<file path="src/rtl/core/sgi_dly.sv">
// Stallable delay line of N register stages for W bits of payload.
`timescale 1ns / 1ps
module sgi_dly #(
  parameter int unsigned W = 8,
  parameter int unsigned N = 2
) (
  input  logic         clk_i,
  input  logic [N-1:0] en_i,
  input  logic [W-1:0] d_i,
  output logic [W-1:0] q_o
);

  logic [W-1:0] stage_q [N];

  always_ff @(posedge clk_i) begin
    if (en_i[0]) begin
      stage_q[0] <= d_i;
    end
    for (int k = 1; k < int'(N); k++) begin
      if (en_i[k]) begin
        stage_q[k] <= stage_q[k-1];
      end
    end
  end

  assign q_o = stage_q[N-1];

endmodule

</file>
<file path="config.mk">
export PLATFORM = sky130hd
export DESIGN_NAME = sgi_dly
export DESIGN_NICKNAME = d
export VERILOG_FILES = /design/src/rtl/core/sgi_dly.sv
export SDC_FILE = /design/constraint.sdc
export NUM_CORES = 1
export LEC_CHECK = 0
export BUFFER_PORTS_ARGS = -buffer_cell sky130_fd_sc_hd__buf_4
export CORE_AREA = 5 5 42 44
export DETAILED_ROUTE_END_ITERATION = 8
export DIE_AREA = 0 0 47 49
export PLACE_DENSITY = 0.67
export SYNTH_ARGS = -nofsm -noshare
export SYNTH_HDL_FRONTEND = slang
export SYNTH_SLANG_ARGS = --single-unit
</file>
<file path="constraint.sdc">
create_clock -name clk_i -period 1.2 [get_ports clk_i]
set_input_delay 0.12 -clock clk_i [delete_from_list [all_inputs] [get_ports clk_i]]
set_output_delay 0.12 -clock clk_i [all_outputs]
set_load 0.01 [all_outputs]
</file>
==> run_results.csv, run 1 <==
group,metric,value,unit
outcome,status,"completed",
routing,viasPerCell,4.21,
timing,period_share,0.753,
clock_network,h-tree-depth,1,
global_route,use_met1,0.0475,
routing,initialDrtViolationCount,3,
clock_network,clk_pin_slew,80,ps
yosys,netlist_instances,24,
final_layout,largest_register_ffs,16,
die,fp-row-count,14,
global_route,grt_pass1_wl,979,µm
final_layout,drive_gt1_frac,0.568,
timing,finalClockSkew,0.141,ps
yosys,ys_async_sr_fraction,0,
die,die_height,49,µm
timing,tightest_slew,101,ps
timing,hold_violations,0,
routing,post_drt_wl_per_cell,11.3,µm
final_layout,largest-register,"stage_q",
die,core_area,1400,µm²
die,die_width,47,µm
yosys,ys_types,2,
routing,dr.pass1.iters,2,
global_route,antenna_found_initial,0,
yosys,synth_nets,35,
global_route,track_usage,0.0613,
yosys,synth_most_common_cell,"edfxtp_1",
critical_path,crit_path_max_fanout,1,
yosys,synth_area,541,µm²
yosys,synth_seq_cells,16,
critical_path,cp-start-kind,"flip-flop",
timing,rsz0062_at_grt,"false",
clock_network,cts_tree,"done",
critical_path,critPathArrivalTime,780,ps
critical_path,crit_required,1080,ps
yosys,synth-edff-count,16,
yosys,yosys-top-cells-count,"edfxtp_1 (16), buf_4 (8)",
pwr,p_leak,0.000257,µW
routing,drcViolationCount,0,
critical_path,cp-end-kind,"output pin",
clock_network,numCtsBuffers,3,
global_route,busiest_layer,"met2",
yosys,ys_seq_area_frac,0.889,
timing,fmax,1110,MHz
critical_path,cp.buffers_inverters,1,
critical_path,path_class,"flip-flop to output pin",
clock_network,cts-resized-gates,0,
yosys,syn_avg_cell_area,22.5,µm²
pwr,ir_drop,0.640,mV
timing,period_needed,904,ps
place,io_buffers,18,
clock_network,clockBufferDepth,2,
critical_path,cpMaxStageDelayCell,"edfxtp_1",
final_layout,num-nets-final,50,
yosys,ys.flop_type,"edfxtp_1",
die,ios,19,
final_layout,biggestRegsByFlops,"stage_q: 16 flops",
yosys,ys_top_cells_by_area,"edfxtp_1 (89%), buf_4 (11%)",
yosys,yosys.area.top_type_share,0.889,
timing,drv_slew,0,
job,cap_violations,0,
global_route,grt_overflow,0,
yosys,yosysTopAreaCell,"edfxtp_1",
clock_network,cts_root_buf,"clkbuf_4",
clock_network,ctsHoldBuffers,0,
final_layout,fill_cells,142,
timing,max_slew_margin,0.933,
clock_network,insertion_delay,260,ps
critical_path,slowest_delay,370,ps
final_layout,num-multi-input-gates,0,
global_route,grtUsageMet3,0.0258,
final_layout,n_antenna_cell,0,
critical_path,cp_cell_sequence,"buf_4",
global_route,grt_max_degree,9,
clock_network,cts_setup_buffers,0,
global_route,first_global_vias,257,
clock_network,clock_sinks,16,
die,initial_core_util,0.386,
routing,num_vias,223,
final_layout,syn2layout_area_growth,21.8,%
hold_path,hp-class,"input port to flip-flop",
critical_path,r2r_setup_slack,570,ps
place,place_congestion,0.588,
final_layout,multi_input_area,0,µm²
die,die-area,2300,µm²
routing,wl,598,µm
pwr,p_per_area,1500,nW/µm²
timing,setup_viol,0,
routing,ant_nets,0,
pwr,total_power,984,µW
timing,fin_tns_setup,0,ps
global_route,grtUsageMet2,0.111,
critical_path,path_delay_family,"flip-flops",
yosys,yosysWarnings,0,
==> layout make-up <==
cell class	instances	area, µm²	area share
clock buffers	3	22.5	0.0342
repair buffers	18	135	0.205
flip-flops and latches	16	480	0.730
well taps	16	20.0	0.0304
==> cell usage in the layout, fill, tap and decap left out, drive strengths merged <==
cell	synthesis	final
buf	8	18
edfxtp	16	16
clkbuf	0	3
==> metal layers <==
layer / routed length, µm / share of wire
met5: 0 / 0
met4: 0 / 0
met1: 179 / 0.30
met2: 307 / 0.51
met3: 112 / 0.19
==> cells by family (layout without fill, tap and decap cells) <==
family | count (synthesis) | in the layout | share of synthesized area
DFF | 16 | 16 | 0.889
buffers and inverters | 8 | 21 | 0.111
==> worst paths after layout <==
path | to | startpoint | depth (start not counted)
min | stage_q[0][6] | d_i[6] | 1
max reg2reg | stage_q[0][10] | stage_q[0][2] | 0
min reg2reg | stage_q[0][13] | stage_q[0][5] | 0
max | q_o[7] | stage_q[0][15] | 1
==> per-stage QoR <==
step	worst slack [ps]	hold WS (ps)	util	area [µm²]	instances
floorplan	604	219	-	541	24
global placement	594	299	0.454	636	50
detailed placement	567	299	0.454	636	50
CTS	275	16.6	0.470	658	53
global route	252	12.2	0.470	658	53
finish	296	27.3	0.470	658	53
==> power by group <==
part / switching [µW] / internal (µW)
logic: 27.2 / 40.9
registers: 10.3 / 662
clock network: 128 / 116
total: 166 / 818
(Power assumes the default switching activity.)
==> run 2, diff against run 1 <==
- CORE_AREA: 5 5 42 44 -> unset
- CORE_MARGIN: unset -> 5
- CORE_UTILIZATION: unset -> 40
- DIE_AREA: 0 0 47 49 -> unset
- PLACE_DENSITY: 0.67 -> 0.69
- clock period: 1.2 -> 0.8 ns (I/O delays scaled with it)
==> run 2 against run 1 <==
The run now ends with negative setup slack left. Hold slack better by 46 ps. Register-to-register slack worse by 410 ps. Critical path depth is the same. Sequential share of layout area down 10 points. Via count increased by 13%. Non-clock buffer count increased by 8. Sequential power increased by 50%. Clock skew up 3.0 ps. Largest power group unchanged. Critical path type unchanged. Count of clock-buffer cells in the layout stayed put. Combinational power increased by 120%. Core utilization increased by 13 points.
==> run_results.csv, run 2 (synthesis gave the netlist of run 1 again) <==
group,metric,value,unit
final_layout,biggestRegsByFlops,"stage_q: 16 flops",
clock_network,clockBufferDepth,2,
die,die_height,46.8,µm
routing,drcViolationCount,0,
timing,period_needed,876,ps
clock_network,cts_setup_buffers,0,
final_layout,syn2layout_area_growth,41.9,%
critical_path,crit-reg2reg-launch,"stage_q[0][3]",
critical_path,cp_cell_sequence,"buf_6",
final_layout,largest-register,"stage_q",
pwr,combPwrFrac,0.095,
critical_path,cpMaxStageDelayCell,"edfxtp_1",
critical_path,critPathArrivalTime,800,ps
final_layout,n_antenna_cell,0,
critical_path,slowest_delay,390,ps
routing,num_vias,252,
critical_path,worstSetupStartpoint,"stage_q[0][12]",
critical_path,crit_required,720,ps
job,cap_violations,0,
place,place_congestion,0.579,
die,die-area,2190,µm²
final_layout,fill_cells,95,
timing,hold_violations,0,
pwr,p_per_area,2030,nW/µm²
place,io_buffers,18,
critical_path,path_delay_family,"flip-flops",
timing,tightest_slew,101,ps
final_layout,regArea,480,µm²
clock_network,cts_root_buf,"clkbuf_4",
pwr,seqPwrFrac,0.649,
die,die_width,46.8,µm
timing,fmax,1140,MHz
die,core_area,1280,µm²
critical_path,crit_path_max_fanout,1,
clock_network,cts_tree,"done",
global_route,grt_overflow,0,
pwr,p_int,1270,µW
timing,drv_slew,0,
place,placed_cells,49,
timing,setup_viol,8,
final_layout,final_cells,61,
critical_path,endpoint,"q_o[4]",
critical_path,path_class,"flip-flop to output pin",
hold_path,hp-class,"input port to flip-flop",
die,initial_core_util,0.421,
routing,ant_nets,0,
routing,initialDrtViolationCount,0,
final_layout,largest_register_ffs,16,
clock_network,numCtsBuffers,3,
die,fp-row-count,13,
critical_path,cp-end-kind,"output pin",
final_layout,multi_input_area,0,µm²
final_layout,num-nets-final,58,
die,ios,19,
clock_network,clock_sinks,16,
pwr,ir_drop,1.09,mV
routing,viasPerCell,4.13,
timing,max_slew_margin,0.933,
pwr,p_leak,0.000301,µW
pwr,p_sw,284,µW
pwr,total_power,1560,µW
critical_path,cp.buffers_inverters,1,
routing,dr.pass1.iters,1,
final_layout,drive_gt1_frac,0.457,
outcome,violations,"negative setup slack",
timing,layout_setup_ws,-76.5,ps
clock_network,insertion_delay,270,ps
final_layout,mostFrequentLayoutCell,"edfxtp_1",
clock_network,clk_pin_slew,80,ps
critical_path,reg2reg_depth,0,
timing,rsz0062_at_grt,"true",
final_layout,num-multi-input-gates,0,
routing,post_drt_wl_per_cell,11.1,µm
pwr,switching_share,0.182,
global_route,grt_max_degree,10,
critical_path,path_depth,1,
timing,finalClockSkew,3.17,ps
timing,period_share,1.10,
global_route,grt_pass1_wl,1.18,mm
critical_path,r2r-end,"stage_q[0][11]",
final_layout,final_cell_mix,"edfxtp_1 (16), buf_4 (11), dlygate4sd3_1 (8), buf_6 (7), clkbuf_4 (3)",
critical_path,r2r_setup_slack,160,ps
global_route,antenna_found_initial,0,
routing,wl,678,µm
pwr,p_clk_frac,0.256,
outcome,status,"finished with violations",
critical_path,cp-start-kind,"flip-flop",
clock_network,h-tree-depth,1,
timing,holdWs,73.0,ps
global_route,track_usage,0.0846,
global_route,first_global_vias,284,
## run 2: cell count changes in the layout (fill, tap and decap cells not counted), sizes merged
cell,before,now
clkinv,0,1
dlygate4sd3,0,8
## run 2: power groups by stage
stage | Clock [µW] | Sequential (µW) | Combinational [µW]
3_3_place_gp | 0 | 1020 | 102
2_1_floorplan | 0 | 1020 | 50.8
4_1_cts | 418 | 1010 | 143
6_report | 398 | 1010 | 148
3_5_place_dp | 0 | 1030 | 104
5_1_grt | 458 | 1020 | 158
## run 2: stage by stage
stage,area [µm²],TNS (ps),worst slack [ps],utilization
final,767,-554,-76.5,0.597
after global routing,767,-886,-127,0.597
after CTS,756,-699,-97.6,0.588
after detailed placement,634,0,161,0.494
after global placement,634,0,205,0.494
after floorplan,541,0,211,-
## run 2: cell type report
cell class / instances / area share
timing repair buffer: 26 / 0.315
clock inverter: 1 / 0.00489
clock buffer: 3 / 0.0294
tap: 15 / 0.0245
sequential: 16 / 0.626
## run 2: worst min-delay path by stage
stage / end / start / cells after the start / slack, ps
2_1_floorplan: stage_q[0][0] / d_i[0] / 0 / 180
3_3_place_gp: stage_q[0][0] / d_i[0] / 1 / 260
3_5_place_dp: stage_q[0][1] / d_i[1] / 1 / 260
4_1_cts: stage_q[0][13] / en_i[1] / 1 / 60
5_1_grt: stage_q[0][13] / en_i[1] / 1 / 60
6_report: stage_q[0][12] / en_i[1] / 1 / 70
## run 2: repair_timing
| item | 4_1_cts | 5_1_grt |
|---|---|---|
| hold buffers | 8 | 0 |
| endpoints found under the hold margin | 8 | 0 |
| setup endpoints to repair | 8 | 8 |
| gates resized for setup | 4 | 3 |
## run 2: layer usage
metal  vias up  track usage  wire length [µm]
met3         0       0.0268                93
met1       112       0.0746               184
li1        124            -                 -
met4         0       0.0663                 0
met5         -            0                 0
met2        16        0.154               401
==> run 3, diff against run 2 <==
- CORE_AREA: unset -> 5 5 42 44
- CORE_MARGIN: 5 -> unset
- CORE_UTILIZATION: 40 -> unset
- CTS_BUF_LIST: unset -> sky130_fd_sc_hd__clkbuf_8
- DIE_AREA: unset -> 0 0 47 49
- PLACE_DENSITY: 0.69 -> 0.7
==> run 3 against run 2 <==
Sequential share of layout area grew 5.7 points. Highest routed layer unchanged. Clock power is 37% higher. Design area down 8.3%. Critical path depth stayed put. Total power is 7.6% higher. Flip-flop and latch count unchanged. Combinational power shrank 22%. The run still ends with negative setup slack left. Hold slack lost 56 ps.
==> run_results.csv, run 3 (synthesis gave the netlist of run 1 again) <==
group,metric,value,unit
outcome,status,"finished with violations",
outcome,violations,"negative setup slack",
hold_path,hold_depth,1,
pwr,p_leak,0.000273,µW
clock_network,clockBufferDepth,2,
routing,post_drt_wl_per_cell,10.5,µm
final_layout,num-nets-final,50,
critical_path,crit_required,720,ps
global_route,antenna_found_initial,0,
pwr,ir_drop,1.20,mV
critical_path,r2r-end,"stage_q[0][9]",
hold_path,min-delay-start,"d_i[2]",
clock_network,cts_tree,"done",
die,initial_core_util,0.386,
die,fp-row-count,14,
final_layout,utilization,0.502,
routing,initialDrtViolationCount,0,
clock_network,clock_sinks,16,
routing,num_vias,222,
global_route,track_usage,0.0562,
place,io_buffers,18,
final_layout,drive_gt1_frac,0.568,
job,cap_violations,0,
clock_network,insertion_delay,240,ps
hold_path,hp-class,"input port to flip-flop",
clock_network,cts_setup_buffers,0,
clock_network,h-tree-depth,1,
die,die_width,47,µm
final_layout,multi_input_area,0,µm²
critical_path,slowest_delay,380,ps
routing,viasPerCell,4.19,
global_route,first_global_vias,225,
pwr,p_per_area,2380,nW/µm²
die,ios,19,
hold_path,hold_end,"stage_q[0][2]",
routing,ant_nets,0,
final_layout,mostFrequentLayoutCell,"edfxtp_1",
clock_network,numCtsBuffers,3,
timing,period_share,1.04,
clock_network,clk_pin_slew,50,ps
routing,drcViolationCount,0,
final_layout,largest-register,"stage_q",
routing,wl,557,µm
final_layout,n_antenna_cell,0,
global_route,grt_max_degree,9,
final_layout,syn2layout_area_growth,30.1,%
critical_path,crit_path_max_fanout,1,
final_layout,biggestRegsByFlops,"stage_q: 16 flops",
critical_path,cp-start-kind,"flip-flop",
critical_path,cp-end-kind,"output pin",
final_layout,final_cell_mix,"edfxtp_1 (16), buf_4 (11), buf_6 (7), clkbuf_8 (3)",
die,die-area,2300,µm²
critical_path,path_class,"flip-flop to output pin",
critical_path,r2r_setup_slack,170,ps
critical_path,cp.buffers_inverters,1,
critical_path,cpMaxStageDelayCell,"edfxtp_1",
clock_network,cts_root_buf,"clkbuf_8",
die,core_area,1400,µm²
timing,rsz0062_at_grt,"true",
critical_path,path_delay_family,"flip-flops",
final_layout,num-multi-input-gates,0,
final_layout,largest_register_ffs,16,
critical_path,reg2reg_depth,0,
global_route,grt_overflow,0,
timing,layout_setup_ws,-28.6,ps
timing,period_needed,829,ps
critical_path,cp_cell_sequence,"buf_6",
timing,hold_violations,0,
clock_network,ctsHoldBuffers,0,
global_route,grt_pass1_wl,841,µm
critical_path,critPathArrivalTime,750,ps
timing,drv_slew,0,
place,place_congestion,0.577,
critical_path,crit-reg2reg-launch,"stage_q[0][1]",
timing,holdWs,16.5,ps
routing,dr.pass1.iters,1,
timing,tightest_slew,102,ps
timing,max_slew_margin,0.932,
timing,finalClockSkew,1.84,ps
timing,setup_viol,8,
die,die_height,49,µm
timing,fmax,1210,MHz
run 3: where the power goes:
part	internal (µW)	switching (µW)
clock network	332	215
logic	74.8	40.3
registers	996	18.3
total	1400	274
run 3: routing by layer:
metal,GRT usage,share of wire
met5,0,0
met4,0.0553,0
met3,0.0443,0.19
met2,0.0792,0.49
met1,0.0450,0.32
run 3: layout make-up:
cell class              instances  area [µm²]
fillers                       135         698
clock buffers                   3        41.3
repair buffers                 18         161
well taps                      16        20.0
flip-flops and latches         16         480
run 3: how the worst max path moves through the flow:
stage,startpoint,endpoint,cells after the start
2_1_floorplan,stage_q[0][2],stage_q[0][10],0
3_3_place_gp,stage_q[0][6],stage_q[0][14],0
3_5_place_dp,stage_q[0][1],stage_q[0][9],0
4_1_cts,stage_q[0][9],q_o[1],1
5_1_grt,stage_q[0][14],q_o[6],1
6_report,stage_q[0][14],q_o[6],1
run 3: repair_timing:
item | CTS | global route
cloned | 0 | 0
gates resized for setup | 3 | 4
endpoints found under the setup margin | 8 | 8
pin swaps | 0 | 0
run 3: per-stage QoR:
step / std cells / TNS (ps) / worst slack (ps) / total power, µW / area [µm²]
6_report: 53 / -172 / -28.6 / 1680 / 703
5_1_grt: 53 / -448 / -61.6 / 1750 / 703
4_1_cts: 53 / -269 / -43.0 / 1690 / 688
3_5_place_dp: 50 / 0 / 173 / 1130 / 636
3_3_place_gp: 50 / 0 / 206 / 1120 / 636
2_1_floorplan: 24 / 0 / 211 / 1070 / 541
